### config.mk
export PLATFORM = sky130hd
export DESIGN_NAME = histogram_saturation_agc_unit
export DESIGN_NICKNAME = d
export VERILOG_FILES = /design/src/hw/rtl/hsagc_pkg.sv /design/src/hw/rtl/hsagc_ram.sv /design/src/hw/rtl/hsagc_binner.sv /design/src/hw/rtl/hsagc_div.sv /design/src/hw/rtl/hsagc_ctrl.sv /design/src/hw/rtl/histogram_saturation_agc_unit.sv
export SDC_FILE = /design/constraint.sdc
export NUM_CORES = 2
export LEC_CHECK = 0
export BUFFER_PORTS_ARGS = -buffer_cell sky130_fd_sc_hd__buf_4
export CORE_MARGIN = 2
export CORE_UTILIZATION = 55
export DETAILED_ROUTE_END_ITERATION = 8
export GPL_ROUTABILITY_DRIVEN = 0
export MAX_ROUTING_LAYER = met4
export PLACE_DENSITY = 0.71
export SYNTH_ARGS = -nofsm -noshare
export SYNTH_HDL_FRONTEND = slang
export SYNTH_SLANG_ARGS = --single-unit
### constraint.sdc
create_clock -name clock -period 28.2 [get_ports clock]
set_input_delay 2.82 -clock clock [delete_from_list [all_inputs] [get_ports clock]]
set_output_delay 2.82 -clock clock [all_outputs]
set_load 0.03 [all_outputs]
### src/hw/rtl/hsagc_pkg.sv
// Shared types, constants and defaults of the histogram saturation AGC.
`timescale 1ns / 1ps
package hsagc_pkg;

   localparam int HIST_BINS_DEF    = 64;
   localparam int SAMPLE_BITS_DEF  = 16;
   localparam int MAX_BLOCK_DEF    = 4096;
   localparam int RATIO_WINDOW_DEF = 5;
   localparam int GAIN_WINDOW_DEF  = 10;

   localparam int GAIN_W     = 7;
   localparam int RATIO_W    = 17;
   localparam int STEP_W     = 5;
   localparam int CSR_IDX_W  = 2;
   localparam int CSR_DATA_W = 17;
   localparam int Q16_SHIFT  = 16;
   localparam int GAIN_MAX   = 127;

   localparam logic [GAIN_W-1:0]  GAIN_SWITCH_RST = 7'd32;
   localparam logic [RATIO_W-1:0] RATIO_LIMIT_RST = 17'd1966;
   localparam logic [STEP_W-1:0]  GAIN_STEP_RST   = 5'd2;

   localparam int PCT_SAT_HI  = 90;
   localparam int PCT_HIGH_HI = 25;
   localparam int PCT_SAT_LO  = 85;
   localparam int PCT_HIGH_LO = 55;

   typedef enum logic [CSR_IDX_W-1:0] {
      CSR_GAIN_SWITCH = 2'd0,
      CSR_RATIO_LIMIT = 2'd1,
      CSR_GAIN_STEP   = 2'd2
   } csr_index_type;

   typedef enum logic [1:0] {
      ACT_HOLD = 2'd0,
      ACT_DEC  = 2'd1,
      ACT_INC  = 2'd2
   } gain_action_type;

   typedef struct packed {
      logic signed [15:0] sample_re;
      logic signed [15:0] sample_im;
      logic               last_sample;
      logic [GAIN_W-1:0]  current_gain_db;
   } req_payload_type;

   typedef struct packed {
      logic [GAIN_W-1:0]  new_gain_db;
      logic [1:0]         gain_action;
      logic [RATIO_W-1:0] sat_ratio_q16;
      logic [RATIO_W-1:0] high_energy_ratio_q16;
   } rsp_payload_type;

   typedef struct packed {
      logic busy;
   } bin_status_type;

   typedef struct packed {
      logic done;
   } div_status_type;

endpackage

### src/hw/rtl/hsagc_ram.sv
// Generic single-write, single-read RAM with registered read data.
`timescale 1ns / 1ps
module hsagc_ram #(
   parameter int WIDTH = 8,
   parameter int DEPTH = 16,
   localparam int AW = (DEPTH > 1) ? $clog2(DEPTH) : 1
) (
   input  logic             clock,
   input  logic             we,
   input  logic [AW-1:0]    waddr,
   input  logic [WIDTH-1:0] wdata,
   input  logic [AW-1:0]    raddr,
   output logic [WIDTH-1:0] rdata
);

   logic [WIDTH-1:0] mem_ff [DEPTH];
   logic [WIDTH-1:0] rdata_ff;

   // Read before write: a read of the entry being written returns the old word.
   always_ff @(posedge clock) begin
      if (we) begin
         mem_ff[waddr] <= wdata;
      end
      rdata_ff <= mem_ff[raddr];
   end

   assign rdata = rdata_ff;

endmodule

### src/hw/rtl/hsagc_binner.sv
// Sample path: magnitude squared, bin search and histogram increment.
`timescale 1ns / 1ps
module hsagc_binner import hsagc_pkg::*; #(
   parameter int HIST_BINS   = HIST_BINS_DEF,
   parameter int SAMPLE_BITS = SAMPLE_BITS_DEF,
   parameter int MAX_BLOCK   = MAX_BLOCK_DEF,
   localparam int BIN_W = $clog2(HIST_BINS),
   localparam int CNT_W = $clog2(MAX_BLOCK + 1)
) (
   input  logic             clock,
   input  logic             reset,
   input  logic             accept,
   input  req_payload_type  sample,
   input  logic             clear_count,
   output logic [CNT_W-1:0] sample_count,
   output logic [BIN_W-1:0] rd_addr,
   input  logic [CNT_W-1:0] rd_data,
   output logic             wr_en,
   output logic [BIN_W-1:0] wr_addr,
   output logic [CNT_W-1:0] wr_data,
   output bin_status_type   status
);

   localparam int SQ_W  = 2 * SAMPLE_BITS;
   localparam int MAG_W = SQ_W + 1;
   localparam longint unsigned S2  = 64'd1 << (2 * SAMPLE_BITS - 2);
   localparam longint unsigned HB2 = longint'(HIST_BINS) * HIST_BINS;

   logic signed [31:0]     re_ext, im_ext;
   logic [SAMPLE_BITS-1:0] raw_re, raw_im, abs_re, abs_im;
   logic [SQ_W-1:0]        sq_re, sq_im;
   logic [SQ_W-1:0]        sq_re_ff, sq_im_ff, sq_re_in, sq_im_in;
   logic                   s1_valid_ff, s1_valid_in, s2_valid_ff, s2_valid_in;
   logic [CNT_W-1:0]       count_ff, count_in;
   logic [MAG_W-1:0]       mag2;
   logic [HIST_BINS-1:1]   ge;
   logic [BIN_W-1:0]       bin;
   logic [BIN_W-1:0]       bin_s2_ff, bin_s2_in;
   logic                   lw_valid_ff, lw_valid_in;
   logic [BIN_W-1:0]       lw_addr_ff, lw_addr_in;
   logic [CNT_W-1:0]       lw_data_ff, lw_data_in;
   logic [CNT_W-1:0]       cur_count;
   logic                   below_max;

   assign re_ext = 32'(sample.sample_re);
   assign im_ext = 32'(sample.sample_im);
   assign raw_re = re_ext[SAMPLE_BITS-1:0];
   assign raw_im = im_ext[SAMPLE_BITS-1:0];
   // The most negative code maps to 2^(SAMPLE_BITS-1), which still fits unsigned.
   assign abs_re = raw_re[SAMPLE_BITS-1] ? (~raw_re + 1'b1) : raw_re;
   assign abs_im = raw_im[SAMPLE_BITS-1] ? (~raw_im + 1'b1) : raw_im;
   assign sq_re  = abs_re * abs_re;
   assign sq_im  = abs_im * abs_im;

   assign below_max = count_ff < CNT_W'(MAX_BLOCK);
   assign mag2      = {1'b0, sq_re_ff} + {1'b0, sq_im_ff};

   // Bin i starts where mag2 * BINS^2 reaches i^2 * full scale squared.
   for (genvar gi = 1; gi < HIST_BINS; gi++) begin : g_thr
      localparam longint unsigned TH = (longint'(gi) * gi * S2 + HB2 - 1) / HB2;
      assign ge[gi] = mag2 >= MAG_W'(TH);
   end

   always_comb begin
      bin = '0;
      for (int i = 1; i < HIST_BINS; i++) begin
         if (ge[i]) begin
            bin = BIN_W'(i);
         end
      end
   end

   // The previous increment is not yet visible in the read data.
   assign cur_count = (lw_valid_ff && lw_addr_ff == bin_s2_ff) ? lw_data_ff : rd_data;

   always_comb begin
      sq_re_in    = sq_re;
      sq_im_in    = sq_im;
      s1_valid_in = accept && below_max;
      s2_valid_in = s1_valid_ff;
      bin_s2_in   = bin;
      lw_valid_in = s2_valid_ff;
      lw_addr_in  = bin_s2_ff;
      lw_data_in  = cur_count + 1'b1;
      count_in    = count_ff;
      if (clear_count) begin
         count_in = '0;
      end else if (accept && below_max) begin
         count_in = count_ff + 1'b1;
      end
   end

   always_ff @(posedge clock) begin
      sq_re_ff   <= sq_re_in;
      sq_im_ff   <= sq_im_in;
      bin_s2_ff  <= bin_s2_in;
      lw_addr_ff <= lw_addr_in;
      lw_data_ff <= lw_data_in;
      if (reset) begin
         s1_valid_ff <= 1'b0;
         s2_valid_ff <= 1'b0;
         lw_valid_ff <= 1'b0;
         count_ff    <= '0;
      end else begin
         s1_valid_ff <= s1_valid_in;
         s2_valid_ff <= s2_valid_in;
         lw_valid_ff <= lw_valid_in;
         count_ff    <= count_in;
      end
   end

   assign rd_addr      = bin;
   assign wr_en        = s2_valid_ff;
   assign wr_addr      = bin_s2_ff;
   assign wr_data      = lw_data_in;
   assign sample_count = count_ff;
   assign status.busy  = s1_valid_ff | s2_valid_ff;

endmodule

### src/hw/rtl/hsagc_div.sv
// Restoring divider, one quotient bit per cycle.
`timescale 1ns / 1ps
module hsagc_div import hsagc_pkg::*; #(
   parameter int NUM_W = 29,
   parameter int DEN_W = 13
) (
   input  logic             clock,
   input  logic             reset,
   input  logic             start,
   input  logic [NUM_W-1:0] num,
   input  logic [DEN_W-1:0] den,
   output logic [NUM_W-1:0] quotient,
   output div_status_type   status
);

   localparam int CW = $clog2(NUM_W + 1);

   logic [DEN_W:0]   rem_ff, rem_in, shifted;
   logic [NUM_W-1:0] quo_ff, quo_in;
   logic [DEN_W-1:0] den_ff, den_in;
   logic [CW-1:0]    cnt_ff, cnt_in;
   logic             run_ff, run_in, done_ff, done_in;
   logic             fits;

   assign shifted = {rem_ff[DEN_W-1:0], quo_ff[NUM_W-1]};
   assign fits    = shifted >= {1'b0, den_ff};

   always_comb begin
      rem_in  = rem_ff;
      quo_in  = quo_ff;
      den_in  = den_ff;
      cnt_in  = cnt_ff;
      run_in  = run_ff;
      done_in = 1'b0;
      if (start) begin
         rem_in = '0;
         quo_in = num;
         den_in = den;
         cnt_in = CW'(NUM_W);
         run_in = 1'b1;
      end else if (run_ff) begin
         rem_in = fits ? (shifted - {1'b0, den_ff}) : shifted;
         quo_in = {quo_ff[NUM_W-2:0], fits};
         cnt_in = cnt_ff - 1'b1;
         if (cnt_ff == CW'(1)) begin
            run_in  = 1'b0;
            done_in = 1'b1;
         end
      end
   end

   always_ff @(posedge clock) begin
      rem_ff <= rem_in;
      quo_ff <= quo_in;
      den_ff <= den_in;
      if (reset) begin
         cnt_ff  <= '0;
         run_ff  <= 1'b0;
         done_ff <= 1'b0;
      end else begin
         cnt_ff  <= cnt_in;
         run_ff  <= run_in;
         done_ff <= done_in;
      end
   end

   assign quotient    = quo_ff;
   assign status.done = done_ff;

endmodule

### src/hw/rtl/hsagc_ctrl.sv
// Block-end sequencer: histogram sweep, tail ratios, windows and gain decision.
`timescale 1ns / 1ps
module hsagc_ctrl import hsagc_pkg::*; #(
   parameter int HIST_BINS    = HIST_BINS_DEF,
   parameter int MAX_BLOCK    = MAX_BLOCK_DEF,
   parameter int RATIO_WINDOW = RATIO_WINDOW_DEF,
   parameter int GAIN_WINDOW  = GAIN_WINDOW_DEF,
   localparam int BIN_W = $clog2(HIST_BINS),
   localparam int CNT_W = $clog2(MAX_BLOCK + 1),
   localparam int NUM_W = CNT_W + Q16_SHIFT
) (
   input  logic                  clock,
   input  logic                  reset,
   input  logic                  csr_we,
   input  logic [CSR_IDX_W-1:0]  csr_index,
   input  logic [CSR_DATA_W-1:0] csr_wdata,
   input  logic                  req_accept,
   input  req_payload_type       req_payload,
   output logic                  req_stall,
   input  bin_status_type        bin_status,
   input  logic [CNT_W-1:0]      sample_count,
   output logic                  clear_count,
   output logic                  sweep_sel,
   output logic [BIN_W-1:0]      sweep_addr,
   input  logic [CNT_W-1:0]      hist_data,
   output logic                  div_start,
   output logic [NUM_W-1:0]      div_num,
   output logic [CNT_W-1:0]      div_den,
   input  logic [NUM_W-1:0]      div_quo,
   input  div_status_type        div_status,
   output logic                  rsp_valid,
   input  logic                  rsp_stall,
   output rsp_payload_type       rsp_payload
);

   localparam int RP_W = (RATIO_WINDOW > 1) ? $clog2(RATIO_WINDOW) : 1;
   localparam int RF_W = $clog2(RATIO_WINDOW + 1);
   localparam int RS_W = RATIO_W + RF_W;
   localparam int GP_W = (GAIN_WINDOW > 1) ? $clog2(GAIN_WINDOW) : 1;
   localparam int GF_W = $clog2(GAIN_WINDOW + 1);
   localparam int GS_W = GAIN_W + GF_W;
   localparam int T_SAT_HI  = ((HIST_BINS - 1) * PCT_SAT_HI) / 100;
   localparam int T_HIGH_HI = ((HIST_BINS - 1) * PCT_HIGH_HI) / 100;
   localparam int T_SAT_LO  = ((HIST_BINS - 1) * PCT_SAT_LO) / 100;
   localparam int T_HIGH_LO = ((HIST_BINS - 1) * PCT_HIGH_LO) / 100;

   typedef enum logic [3:0] {
      ST_IDLE, ST_DRAIN, ST_SWEEP, ST_SWTAIL, ST_DIVU, ST_WAITU,
      ST_DIVL, ST_WAITL, ST_UPDATE, ST_DIVG, ST_WAITG, ST_EMIT
   } state_type;

   state_type          state_ff, state_in;
   logic [GAIN_W-1:0]  gain_switch_ff, gain_switch_in;
   logic [RATIO_W-1:0] limit_ff, limit_in;
   logic [STEP_W-1:0]  step_ff, step_in;
   logic [GAIN_W-1:0]  cur_gain_ff, cur_gain_in;
   logic [CNT_W-1:0]   total_ff, total_in;
   logic [BIN_W-1:0]   k_ff, k_in, kd_ff, kd_in;
   logic               dv_ff, dv_in;
   logic [CNT_W-1:0]   cnt_u_ff, cnt_u_in, cnt_l_ff, cnt_l_in;
   logic [RATIO_W-1:0] sat_ff, sat_in, high_ff, high_in;
   logic [RP_W-1:0]    rpos_ff, rpos_in;
   logic [RF_W-1:0]    rfill_ff, rfill_in;
   logic [RS_W-1:0]    ssum_ff, ssum_in, hsum_ff, hsum_in;
   logic [GP_W-1:0]    gpos_ff, gpos_in;
   logic [GF_W-1:0]    gfill_ff, gfill_in;
   logic [GS_W-1:0]    gsum_ff, gsum_in;
   logic [1:0]         action_ff, action_in;
   logic [GAIN_W-1:0]  newg_ff, newg_in;
   logic               rsp_valid_ff, rsp_valid_in;
   rsp_payload_type    rsp_ff, rsp_in;

   logic                 hi_gain;
   logic [BIN_W-1:0]     t_upper, t_lower;
   logic [2*RATIO_W-1:0] rold;
   logic [GAIN_W-1:0]    gold, gclamp;
   logic                 rfull, gfull, dec, inc, win_we;
   logic [RF_W-1:0]      rfill_new;
   logic [GF_W-1:0]      gfill_new;
   logic [RS_W-1:0]      ssum_new, hsum_new, lim;
   logic [GS_W-1:0]      gsum_new;
   logic signed [9:0]    gstep;

   assign hi_gain = cur_gain_ff >= gain_switch_ff;
   assign t_upper = hi_gain ? BIN_W'(T_SAT_HI) : BIN_W'(T_SAT_LO);
   assign t_lower = hi_gain ? BIN_W'(T_HIGH_HI) : BIN_W'(T_HIGH_LO);

   // Window entries are read only once the window is full, so never before a write.
   hsagc_ram #(.WIDTH(2 * RATIO_W), .DEPTH(RATIO_WINDOW)) u_ratio_win (
      .clock (clock),
      .we    (win_we),
      .waddr (rpos_ff),
      .wdata ({sat_ff, high_ff}),
      .raddr (rpos_ff),
      .rdata (rold)
   );

   hsagc_ram #(.WIDTH(GAIN_W), .DEPTH(GAIN_WINDOW)) u_gain_win (
      .clock (clock),
      .we    (win_we),
      .waddr (gpos_ff),
      .wdata (gclamp),
      .raddr (gpos_ff),
      .rdata (gold)
   );

   assign win_we    = state_ff == ST_UPDATE;
   assign rfull     = rfill_ff == RF_W'(RATIO_WINDOW);
   assign gfull     = gfill_ff == GF_W'(GAIN_WINDOW);
   assign rfill_new = rfull ? rfill_ff : rfill_ff + 1'b1;
   assign gfill_new = gfull ? gfill_ff : gfill_ff + 1'b1;
   assign ssum_new  = ssum_ff + RS_W'(sat_ff)
                      - (rfull ? RS_W'(rold[2*RATIO_W-1:RATIO_W]) : RS_W'(0));
   assign hsum_new  = hsum_ff + RS_W'(high_ff)
                      - (rfull ? RS_W'(rold[RATIO_W-1:0]) : RS_W'(0));
   assign lim       = RS_W'(limit_ff) * RS_W'(rfill_new);
   assign dec       = ssum_new > lim;
   assign inc       = !dec && (hsum_new < lim);

   always_comb begin
      gstep = $signed({3'b000, cur_gain_ff});
      if (dec) begin
         gstep = gstep - $signed({5'b00000, step_ff});
      end else if (inc) begin
         gstep = gstep + $signed({5'b00000, step_ff});
      end
      if (gstep < 0) begin
         gclamp = '0;
      end else if (gstep > GAIN_MAX) begin
         gclamp = GAIN_W'(GAIN_MAX);
      end else begin
         gclamp = gstep[GAIN_W-1:0];
      end
   end

   assign gsum_new = gsum_ff + GS_W'(gclamp) - (gfull ? GS_W'(gold) : GS_W'(0));

   always_comb begin
      state_in       = state_ff;
      gain_switch_in = gain_switch_ff;
      limit_in       = limit_ff;
      step_in        = step_ff;
      cur_gain_in    = cur_gain_ff;
      total_in       = total_ff;
      k_in           = k_ff;
      kd_in          = k_ff;
      dv_in          = 1'b0;
      cnt_u_in       = cnt_u_ff;
      cnt_l_in       = cnt_l_ff;
      sat_in         = sat_ff;
      high_in        = high_ff;
      rpos_in        = rpos_ff;
      rfill_in       = rfill_ff;
      ssum_in        = ssum_ff;
      hsum_in        = hsum_ff;
      gpos_in        = gpos_ff;
      gfill_in       = gfill_ff;
      gsum_in        = gsum_ff;
      action_in      = action_ff;
      newg_in        = newg_ff;
      rsp_valid_in   = rsp_valid_ff && rsp_stall;
      rsp_in         = rsp_ff;
      clear_count    = 1'b0;
      div_start      = 1'b0;
      div_num        = {cnt_u_ff, Q16_SHIFT'(0)};
      div_den        = total_ff;

      if (csr_we) begin
         case (csr_index)
            CSR_GAIN_SWITCH: gain_switch_in = csr_wdata[GAIN_W-1:0];
            CSR_RATIO_LIMIT: limit_in = csr_wdata[RATIO_W-1:0];
            CSR_GAIN_STEP:   step_in = csr_wdata[STEP_W-1:0];
            default: ;
         endcase
      end

      // Sweep data arrives in the cycle after its address.
      if (dv_ff) begin
         if (kd_ff > t_upper) begin
            cnt_u_in = cnt_u_ff + hist_data;
         end
         if (kd_ff > t_lower) begin
            cnt_l_in = cnt_l_ff + hist_data;
         end
      end

      unique case (state_ff)
         ST_IDLE: begin
            if (req_accept && req_payload.last_sample) begin
               cur_gain_in = req_payload.current_gain_db;
               state_in    = ST_DRAIN;
            end
         end
         ST_DRAIN: begin
            if (!bin_status.busy) begin
               clear_count = 1'b1;
               total_in    = sample_count;
               cnt_u_in    = '0;
               cnt_l_in    = '0;
               k_in        = '0;
               state_in    = ST_SWEEP;
            end
         end
         ST_SWEEP: begin
            dv_in = 1'b1;
            k_in  = k_ff + 1'b1;
            if (k_ff == BIN_W'(HIST_BINS - 1)) begin
               state_in = ST_SWTAIL;
            end
         end
         ST_SWTAIL: state_in = ST_DIVU;
         ST_DIVU: begin
            div_start = 1'b1;
            state_in  = ST_WAITU;
         end
         ST_WAITU: begin
            if (div_status.done) begin
               sat_in   = (total_ff == '0) ? '0 : div_quo[RATIO_W-1:0];
               state_in = ST_DIVL;
            end
         end
         ST_DIVL: begin
            div_start = 1'b1;
            div_num   = {cnt_l_ff, Q16_SHIFT'(0)};
            state_in  = ST_WAITL;
         end
         ST_WAITL: begin
            if (div_status.done) begin
               high_in  = (total_ff == '0) ? '0 : div_quo[RATIO_W-1:0];
               state_in = ST_UPDATE;
            end
         end
         ST_UPDATE: begin
            ssum_in  = ssum_new;
            hsum_in  = hsum_new;
            rfill_in = rfill_new;
            rpos_in  = (rpos_ff == RP_W'(RATIO_WINDOW - 1)) ? '0 : rpos_ff + 1'b1;
            gsum_in  = gsum_new;
            gfill_in = gfill_new;
            gpos_in  = (gpos_ff == GP_W'(GAIN_WINDOW - 1)) ? '0 : gpos_ff + 1'b1;
            if (dec) begin
               action_in = ACT_DEC;
               state_in  = ST_DIVG;
            end else if (inc) begin
               action_in = ACT_INC;
               state_in  = ST_DIVG;
            end else begin
               action_in = ACT_HOLD;
               newg_in   = cur_gain_ff;
               state_in  = ST_EMIT;
            end
         end
         ST_DIVG: begin
            div_start = 1'b1;
            div_num   = NUM_W'(gsum_ff);
            div_den   = CNT_W'(gfill_ff);
            state_in  = ST_WAITG;
         end
         ST_WAITG: begin
            if (div_status.done) begin
               newg_in  = div_quo[GAIN_W-1:0];
               state_in = ST_EMIT;
            end
         end
         ST_EMIT: begin
            if (!rsp_valid_ff || !rsp_stall) begin
               rsp_valid_in                 = 1'b1;
               rsp_in.new_gain_db           = newg_ff;
               rsp_in.gain_action           = action_ff;
               rsp_in.sat_ratio_q16         = sat_ff;
               rsp_in.high_energy_ratio_q16 = high_ff;
               state_in                     = ST_IDLE;
            end
         end
         default: state_in = ST_IDLE;
      endcase
   end

   always_ff @(posedge clock) begin
      total_ff <= total_in;
      k_ff     <= k_in;
      kd_ff    <= kd_in;
      cnt_u_ff <= cnt_u_in;
      cnt_l_ff <= cnt_l_in;
      sat_ff   <= sat_in;
      high_ff  <= high_in;
      cur_gain_ff <= cur_gain_in;
      action_ff   <= action_in;
      newg_ff     <= newg_in;
      rsp_ff      <= rsp_in;
      if (reset) begin
         state_ff       <= ST_IDLE;
         gain_switch_ff <= GAIN_SWITCH_RST;
         limit_ff       <= RATIO_LIMIT_RST;
         step_ff        <= GAIN_STEP_RST;
         dv_ff          <= 1'b0;
         rpos_ff        <= '0;
         rfill_ff       <= '0;
         ssum_ff        <= '0;
         hsum_ff        <= '0;
         gpos_ff        <= '0;
         gfill_ff       <= '0;
         gsum_ff        <= '0;
         rsp_valid_ff   <= 1'b0;
      end else begin
         state_ff       <= state_in;
         gain_switch_ff <= gain_switch_in;
         limit_ff       <= limit_in;
         step_ff        <= step_in;
         dv_ff          <= dv_in;
         rpos_ff        <= rpos_in;
         rfill_ff       <= rfill_in;
         ssum_ff        <= ssum_in;
         hsum_ff        <= hsum_in;
         gpos_ff        <= gpos_in;
         gfill_ff       <= gfill_in;
         gsum_ff        <= gsum_in;
         rsp_valid_ff   <= rsp_valid_in;
      end
   end

   assign req_stall   = state_ff != ST_IDLE;
   assign sweep_sel   = state_ff == ST_SWEEP;
   assign sweep_addr  = k_ff;
   assign rsp_valid   = rsp_valid_ff;
   assign rsp_payload = rsp_ff;

endmodule

### src/hw/rtl/histogram_saturation_agc_unit.sv
// Within a block one sample beat is taken per cycle; the result follows the last beat
// once the histogram sweep and the bit-serial divider, used up to three times, are done.
// Throughput: req is stalled from the last beat of a block until its result is issued.
// Reset: synchronous; histogram entries read as zero through per-bin valid bits,
// windows empty, registers at their defaults; no clearing pass is needed.
`timescale 1ns / 1ps
module histogram_saturation_agc_unit import hsagc_pkg::*; #(
   parameter int HIST_BINS    = HIST_BINS_DEF,
   parameter int SAMPLE_BITS  = SAMPLE_BITS_DEF,
   parameter int MAX_BLOCK    = MAX_BLOCK_DEF,
   parameter int RATIO_WINDOW = RATIO_WINDOW_DEF,
   parameter int GAIN_WINDOW  = GAIN_WINDOW_DEF
) (
   input  logic                  clock,
   input  logic                  reset,
   input  logic                  req_valid,
   output logic                  req_stall,
   input  req_payload_type       req_payload,
   output logic                  rsp_valid,
   input  logic                  rsp_stall,
   output rsp_payload_type       rsp_payload,
   input  logic                  csr_we,
   input  logic [CSR_IDX_W-1:0]  csr_index,
   input  logic [CSR_DATA_W-1:0] csr_wdata
);

   localparam int BIN_W = $clog2(HIST_BINS);
   localparam int CNT_W = $clog2(MAX_BLOCK + 1);
   localparam int NUM_W = CNT_W + Q16_SHIFT;

   logic                 req_accept, clear_count, sweep_sel;
   logic [CNT_W-1:0]     sample_count, hist_data, ram_q, bin_wr_data, ram_wdata;
   logic [BIN_W-1:0]     bin_rd_addr, bin_wr_addr, sweep_addr, ram_waddr, ram_raddr;
   logic                 bin_wr_en, ram_we;
   bin_status_type       bin_status;
   div_status_type       div_status;
   logic                 div_start;
   logic [NUM_W-1:0]     div_num, div_quo;
   logic [CNT_W-1:0]     div_den;
   logic [HIST_BINS-1:0] hv_ff, hv_in;
   logic                 rv_ff, rv_in;

   assign req_accept = req_valid && !req_stall;

   hsagc_binner #(
      .HIST_BINS(HIST_BINS), .SAMPLE_BITS(SAMPLE_BITS), .MAX_BLOCK(MAX_BLOCK)
   ) u_binner (
      .clock        (clock),
      .reset        (reset),
      .accept       (req_accept),
      .sample       (req_payload),
      .clear_count  (clear_count),
      .sample_count (sample_count),
      .rd_addr      (bin_rd_addr),
      .rd_data      (hist_data),
      .wr_en        (bin_wr_en),
      .wr_addr      (bin_wr_addr),
      .wr_data      (bin_wr_data),
      .status       (bin_status)
   );

   // The sweep reads each bin and writes zero in its place in the same cycle.
   assign ram_we    = sweep_sel | bin_wr_en;
   assign ram_waddr = sweep_sel ? sweep_addr : bin_wr_addr;
   assign ram_wdata = sweep_sel ? '0 : bin_wr_data;
   assign ram_raddr = sweep_sel ? sweep_addr : bin_rd_addr;

   hsagc_ram #(.WIDTH(CNT_W), .DEPTH(HIST_BINS)) u_hist (
      .clock (clock),
      .we    (ram_we),
      .waddr (ram_waddr),
      .wdata (ram_wdata),
      .raddr (ram_raddr),
      .rdata (ram_q)
   );

   always_comb begin
      hv_in = hv_ff;
      if (ram_we) begin
         hv_in[ram_waddr] = 1'b1;
      end
      rv_in = hv_ff[ram_raddr];
   end

   always_ff @(posedge clock) begin
      if (reset) begin
         hv_ff <= '0;
         rv_ff <= 1'b0;
      end else begin
         hv_ff <= hv_in;
         rv_ff <= rv_in;
      end
   end

   assign hist_data = rv_ff ? ram_q : '0;

   hsagc_div #(.NUM_W(NUM_W), .DEN_W(CNT_W)) u_div (
      .clock    (clock),
      .reset    (reset),
      .start    (div_start),
      .num      (div_num),
      .den      (div_den),
      .quotient (div_quo),
      .status   (div_status)
   );

   hsagc_ctrl #(
      .HIST_BINS(HIST_BINS), .MAX_BLOCK(MAX_BLOCK),
      .RATIO_WINDOW(RATIO_WINDOW), .GAIN_WINDOW(GAIN_WINDOW)
   ) u_ctrl (
      .clock        (clock),
      .reset        (reset),
      .csr_we       (csr_we),
      .csr_index    (csr_index),
      .csr_wdata    (csr_wdata),
      .req_accept   (req_accept),
      .req_payload  (req_payload),
      .req_stall    (req_stall),
      .bin_status   (bin_status),
      .sample_count (sample_count),
      .clear_count  (clear_count),
      .sweep_sel    (sweep_sel),
      .sweep_addr   (sweep_addr),
      .hist_data    (hist_data),
      .div_start    (div_start),
      .div_num      (div_num),
      .div_den      (div_den),
      .div_quo      (div_quo),
      .div_status   (div_status),
      .rsp_valid    (rsp_valid),
      .rsp_stall    (rsp_stall),
      .rsp_payload  (rsp_payload)
   );

`ifndef ASSERT_OFF
   // The sweep owns the histogram only after the sample pipeline has drained.
   a_sweep_excl: assert property (@(posedge clock) disable iff (reset)
      !(sweep_sel && bin_wr_en))
      else $error("histogram sweep overlaps a sample increment");

   a_action_code: assert property (@(posedge clock) disable iff (reset)
      rsp_valid |-> (rsp_payload.gain_action == ACT_HOLD ||
                     rsp_payload.gain_action == ACT_DEC ||
                     rsp_payload.gain_action == ACT_INC))
      else $error("result carries an undefined gain action");

   // A new result beat is only issued while the input side is held off.
   a_rsp_after_stall: assert property (@(posedge clock) disable iff (reset)
      $rose(rsp_valid) |-> $past(req_stall))
      else $error("result issued outside the block-end sequence");

   a_no_sample_in_sweep: assert property (@(posedge clock) disable iff (reset)
      sweep_sel |-> req_stall)
      else $error("sample accepted during histogram sweep");
`endif

endmodule
Word-level counts from Yosys, hierarchy flattened --
Memory sizes are Yosys's and may differ from the RTL's. A register that Yosys moved wholly into a read port is not among the register bits. Index checks and enable logic that the tools add are counted.
Word-level totals: logic and storage cells 354, register bits 476, memories 3, bits in writable memories 1072
Cells by class: $add $sub $neg 22, multipliers 3, multiplexer cells 133, reduce and logical (&&, ||, !) cells 35, bitwise operators 8, $lt $le $gt $ge 75, eq/ne operators 29
Memory list:
- u_hist.mem_ff | words 64, width 13, read ports 1, clocked after memory_dff 1, write ports 1, line hsagc_ram.sv:16 | logic [WIDTH-1:0] mem_ff [DEPTH];
- u_ctrl.u_ratio_win.mem_ff | words 5, width 34, read ports 1, clocked after memory_dff 1, write ports 1, line hsagc_ram.sv:16
- u_ctrl.u_gain_win.mem_ff | words 10, width 7, read ports 1, clocked after memory_dff 1, write ports 1, line hsagc_ram.sv:16
Operators with widths (count):
- $ge A33 B30 Y1 const B | 18
- $ge A33 B29 Y1 const B | 14
- $ge A33 B28 Y1 const B | 9
- $ge A33 B27 Y1 const B | 7
- $mux W6 | 36
- $mux W13 | 12
- $ge A33 B25 Y1 const B | 4
- $ge A33 B26 Y1 const B | 4
- $mux W5 | 18
- $mux W4 | 19
- $ge A33 B23 Y1 const B | 2
- $ge A33 B24 Y1 const B | 2
- $mul A16 B16 Y32 | 2
- $or A64 B64 Y64 | 1
- $mux W29 | 2
- $pmux W29 S2 | 1
- $mux W17 | 3
- $pmux W4 S12 | 1
- $mux W7 | 6
- $add A20 B17 Y20 | 2
- $sub A20 B20 Y20 | 2
- $add A32 B32 Y33 | 1
- $ge A33 B19 Y1 const B | 1
- $ge A33 B21 Y1 const B | 1
- 61 further kinds | 137

Logic depth before layout (Yosys ltp) --
word-level depth 68, mapped depth 51

Modules after synthesis --
Synthesis repeated with hierarchy kept, for this count alone.
Unflattened totals: cells, all modules 6754, area, all modules 86126.4 µm²
By module, submodules not included:
- hsagc_ram at u_hist | area an instance 32344.8 µm², cells each 1402, times used 1
- hsagc_binner | area an instance 19996.7 µm², cells each 2250, times used 1
- hsagc_ctrl | area an instance 16927.5 µm², cells each 1904, times used 1
- hsagc_ram at u_ctrl.u_ratio_win | area an instance 7626.1 µm², cells each 404, times used 1
- hsagc_div | area an instance 3240.6 µm², cells each 273, times used 1
- histogram_saturation_agc_unit | area an instance 3012.9 µm², cells each 356, times used 1
- hsagc_ram at u_ctrl.u_gain_win | area an instance 2977.9 µm², cells each 165, times used 1

Least setup slack after synthesis --
OpenSTA, ideal clock, no wires.
kind input -> register, start point input port req_payload[24] (netlist name), end point register u_binner.sq_re_ff[30], slack 17.166 ns, buffers on the path 3, stages 32, data arrival time 10.916 ns, required time 28.082 ns, cells stage by stage clkbuf_1 inv_1 clkbuf_1 ha_1 nand3b_1 or2_2 o41ai_1 xor2_1 inv_1 clkbuf_1 nand2_1 fa_1 fa_1 fa_1 inv_1 fa_1 inv_1 fa_1 inv_1 fa_1 ha_1 o21a_1 a2111oi_0 o31ai_1 o211a_1 o21ai_0 a21boi_0 o211a_1 o21a_1 o21a_1 o41a_1 xor2_1
Between the ends: word-level cells in the longest chain between the ends 4
Ends and longest elaborated chain:
- start: declaration | line histogram_saturation_agc_unit.sv:18 | input req_payload_type req_payload,
- $not A16 Y16 | line hsagc_binner.sv:50 | assign abs_re = raw_re[SAMPLE_BITS-1] ? (~raw_re + 1'b1) : raw_re;
- $add A16 B1 Y16 | line hsagc_binner.sv:50
- $mux W16 (*) | line hsagc_binner.sv:50
- $mul A16 B16 Y32 (*) | line hsagc_binner.sv:52 | assign sq_re = abs_re * abs_re;
- net u_binner.sq_re[30] | line hsagc_binner.sv:31 | logic [SQ_W-1:0] sq_re, sq_im;
- end signal: assignment | line hsagc_binner.sv:94 | sq_re_ff <= sq_re_in;
- end: declaration | line hsagc_binner.sv:32 | logic [SQ_W-1:0] sq_re_ff, sq_im_ff, sq_re_in, sq_im_in;
The timed path passes the listed nets; every way through them passes the cells marked *. A chain may end at the register's enable or synchronous reset.

Final worst setup path --
start point register u_ctrl.rfill_ff[0], end point register u_ctrl.gsum_ff[10]
Between the ends: word-level cells in the longest chain between the ends 13
Ends and longest elaborated chain:
- start: declaration | line hsagc_ctrl.sv:63 | logic [RF_W-1:0] rfill_ff, rfill_in;
- start signal: assignment | line hsagc_ctrl.sv:312 | rfill_ff <= rfill_in;
- $add A3 B1 Y3 or $eq A3 B3 Y1 (tied branches) | line hsagc_ctrl.sv:110, hsagc_ctrl.sv:108
- $mux W3 or $mux W17 (tied branches) | line hsagc_ctrl.sv:110, hsagc_ctrl.sv:113
- $mul A17 B3 Y20 or $sub A20 B20 Y20 (tied branches) | line hsagc_ctrl.sv:116, hsagc_ctrl.sv:113
- $gt A20 B20 Y1 | line hsagc_ctrl.sv:117 | assign dec = ssum_new > lim;
- $logic_not A1 Y1 | line hsagc_ctrl.sv:118 | assign inc = !dec && (hsum_new < lim);
- $logic_and A1 B1 Y1 | line hsagc_ctrl.sv:118
- $mux W10 | line hsagc_ctrl.sv:124 | end else if (inc) begin
- $mux W10 (*) | line hsagc_ctrl.sv:122 | if (dec) begin
- $gt A10 B8 Y1 | line hsagc_ctrl.sv:129 | end else if (gstep > GAIN_MAX) begin
- $mux W7 | line hsagc_ctrl.sv:129
- $mux W7 (*) | line hsagc_ctrl.sv:127 | if (gstep < 0) begin
- net u_ctrl.gclamp[3] | line hsagc_ctrl.sv:76 | logic [GAIN_W-1:0] gold, gclamp;
- $add A11 B7 Y11 (*) | line hsagc_ctrl.sv:136 | assign gsum_new = gsum_ff + GS_W'(gclamp) - (gfull ? GS_W'(gold) : GS_W'(0));
- $sub A11 B11 Y11 (*) | line hsagc_ctrl.sv:136
- end signal: assignment | line hsagc_ctrl.sv:317 | gsum_ff <= gsum_in;
- end: declaration | line hsagc_ctrl.sv:67 | logic [GS_W-1:0] gsum_ff, gsum_in;
Marks and branches as above.

==> run metrics <==
outcome finished clean; fill cell count roughly 12000; Num CTS Buffers 165; Die Span Y 398 um; R2R Path End u_ctrl.gsum_ff[10]; Clock Latency Late Sink between 0.8 and 0.9 ns; Site Rows 144; EDFF count, synth 1226; Post-DP HPWL 138000 um; post-CTS sizing 0; io pins 109; Critical Path Slowest Stage Cell a21oi_1; antenna violations before repair 0; sequential share of the synthesized area about half; Worst Path Class, Setup flop to flop; Clock Path Buffers 3; largest net degree at the start of global routing around 160; WHS Path Cells 0; crit start category flop; unrepaired setup endpoints after global routing false; Final #Nets around 8400; vias in the first global route 56695; Min-Delay Path Class flop to flop; Final min period 11.64 ns; Initial Util 55.5%; Hold Startpoint u_binner.wr_addr[0]; ratio of cells with drive above 1 in the final layout 8.99%; vias 56716; reg2reg setup slack between 15 and 20 ns; I/O Buffers 108; setup violators final 0; Core ar. 154000 um2; CTS root buffer clkbuf_16; Die X 398 um; max-slew violations 0; initial DRC count around 5600; period utilisation layout 41.3%; Worst Path Arrival between 10 and 15 ns; DR DRC count 0; CTS tree done; area leader, netlist edfxtp_1; kind of end point of the critical path flop; global-route wire length before repair 321000 um; final wirelength 204000 um; R2R Path Start u_ctrl.rfill_ff[0]; Syn-to-layout area delta 10.3%; Yosys top cell area share about 43%; H-tree Lvls 4; Fin. Hold Viols 0; gr usage total 26.7%; hold endpoint u_binner.lw_addr_ff[0]; Post-synth top flop edfxtp_1; Reg clk slew, reported paths around 0.06 ns; First-pass DRT Iterations 8; gr ovfl total 0; relative slew slack under 10%; Clock Sink Count between 1500 and 2000; worst-margin pin slew 1.41 ns; Antenna Nets Post-Route 0; flops & latches, synth around 1600; Synth Area per Inst 11.5 um2; Synth top cells by count edfxtp_1 (1226), nand2_1 (845), inv_1 (711); Synth Cell Area 85600 um2; Gate Count Post-Synth between 7000 and 8000; ys async rst share 0%; Reg2Reg Depth a little under 50; Yosys cell types 106; Die ar. 159000 um2; worst clock skew 0.0618 ns; cts hold-fix bufs 0; Critical Path RT 28.90 ns; fmax ~0.086 GHz; synth warn 0; ranking of synthesized cells by area edfxtp_1 (43%), fa_1 (9.1%), dfxtp_1 (8.7%); Most Frequent Cell on Critical Path a21oi_1; count leader, synth edfxtp_1; largest stage delay on the critical path 1.01 ns; Setup TNS Final 0 ns; Post-CTS Setup Inserts 0; Avg WL per Cell 20.9 um; CP max FO 36; drt via density about 5.8; Max-Cap Viols 0
-- metal layers --
layer	global-route usage, %	up-vias	part of all wire, %
met4	10.3	0	4.0
met1	35.2	27864	42
li1	-	26298	-
met3	3.30	432	6.7
met2	42.5	2122	47
met5	-	-	0
-- worst max path at each step --
| stage | start | endpoint | slack (ns) | cells after the start |
|---|---|---|---|---|
| after global placement | req_payload[24] | u_binner.sq_re_ff[31] | 16.41 | 32 |
| after detailed placement | req_payload[24] | u_binner.sq_re_ff[31] | 16.20 | 32 |
| after CTS | u_ctrl.rfill_ff[0] | u_ctrl.gsum_ff[10] | 16.57 | 49 |
| final | u_ctrl.rfill_ff[0] | u_ctrl.gsum_ff[10] | 16.56 | 49 |
| after global routing | u_ctrl.rfill_ff[0] | u_ctrl.gsum_ff[10] | 15.50 | 49 |
| after floorplan | req_payload[24] | u_binner.sq_re_ff[30] | 17.17 | 32 |
-- sequential cells by signal (all words and copies together), names as in the netlist, 13 cells and up --
signal                     count
u_ctrl.hsum_ff                20
u_ctrl.limit_ff               17
u_binner.sample_count         13
u_binner.sq_re_ff             30
u_hist.mem_ff                832
u_binner.lw_data_ff           13
u_ctrl.ssum_ff                20
u_ctrl.sat_ff                 17
u_hist.rdata                  13
u_ctrl.rsp_payload            43
u_ctrl.u_ratio_win.mem_ff    170
u_div.rem_ff                  13
u_binner.sq_im_ff             30
u_ctrl.high_ff                17
u_ctrl.cnt_u_ff               13
u_div.quotient                29
u_ctrl.cnt_l_ff               13
hv_ff                         64
u_ctrl.total_ff               13
u_div.den_ff                  13
u_ctrl.u_ratio_win.rdata      34
u_ctrl.u_gain_win.mem_ff      70
-- per-stage QoR --
| stage | area (um2) | hold WS (ns) | worst slack, ns | utilization (%) | cells |
|---|---|---|---|---|---|
| after floorplan | 85700 | 0.346 | 17.17 | - | 7447 |
| after global placement | 88900 | 0.406 | 16.41 | 57.6 | 9433 |
| after detailed placement | 88900 | 0.399 | 16.20 | 57.6 | 9433 |
| after CTS | 94400 | 0.386 | 16.57 | 61.2 | 9738 |
| after global routing | 94400 | 0.397 | 15.50 | 61.2 | 9738 |
| final | 94400 | 0.367 | 16.56 | 61.2 | 9740 |
-- placed cells by master, fill, tap and decap left out, types with 38 or more instances in the layout --
master	n
xnor2_1	159
nand4_1	46
fa_1	390
o21ai_0	194
a211oi_1	73
nand2_1	845
and3_1	85
clkbuf_1	38
and2_1	70
inv_1	710
dfxtp_1	370
clkbuf_16	165
buf_4	255
a22oi_1	45
a21oi_1	362
clkinv_1	40
edfxtp_1	1226
o21a_1	38
nor2_1	619
mux2i_1	343
a21o_1	70
nand3_1	119
ha_1	402
a31oi_1	57
mux2_2	73
nor3_1	80
o21bai_1	67
xor2_1	69
o211ai_1	61
-- critical path, delay by kind of cell (launching register included) --
family	cells	cell delay, ns
adder cells (fa/ha/maj)	7	2.58
AND/OR/NAND/NOR	10	2.07
buffers and inverters	5	0.78
flip-flops	1	0.43
XOR/XNOR	2	0.21
AO/OA/AOI/OAI	25	5.42
-- cell families after synthesis --
group | synth area share [%]
other cells | 0.00877
simple gates | 11.0
compound gates | 9.36
mux | 5.65
fa+ha+maj | 15.0
buf+inv | 4.93
xor+xnor | 2.37
flops | 51.7
-- area by class of cell --
type / count / area, um2 / area share (%)
repair buffers: 257 / 1950 / 2.06
well taps: 2044 / 2560 / 2.71
clock inverters: 96 / 1180 / 1.25
clock buffers: 209 / 4350 / 4.61
diodes: 2 / 5.00 / 0.00530
inverters: 726 / 2730 / 2.89
flip-flops and latches: 1598 / 44300 / 46.9
multi-input cells: 4808 / 37400 / 39.6
Power is left out: the tool's default activity adds up to more than one toggle a clock period on the data nets, which glitch-free logic cannot reach.
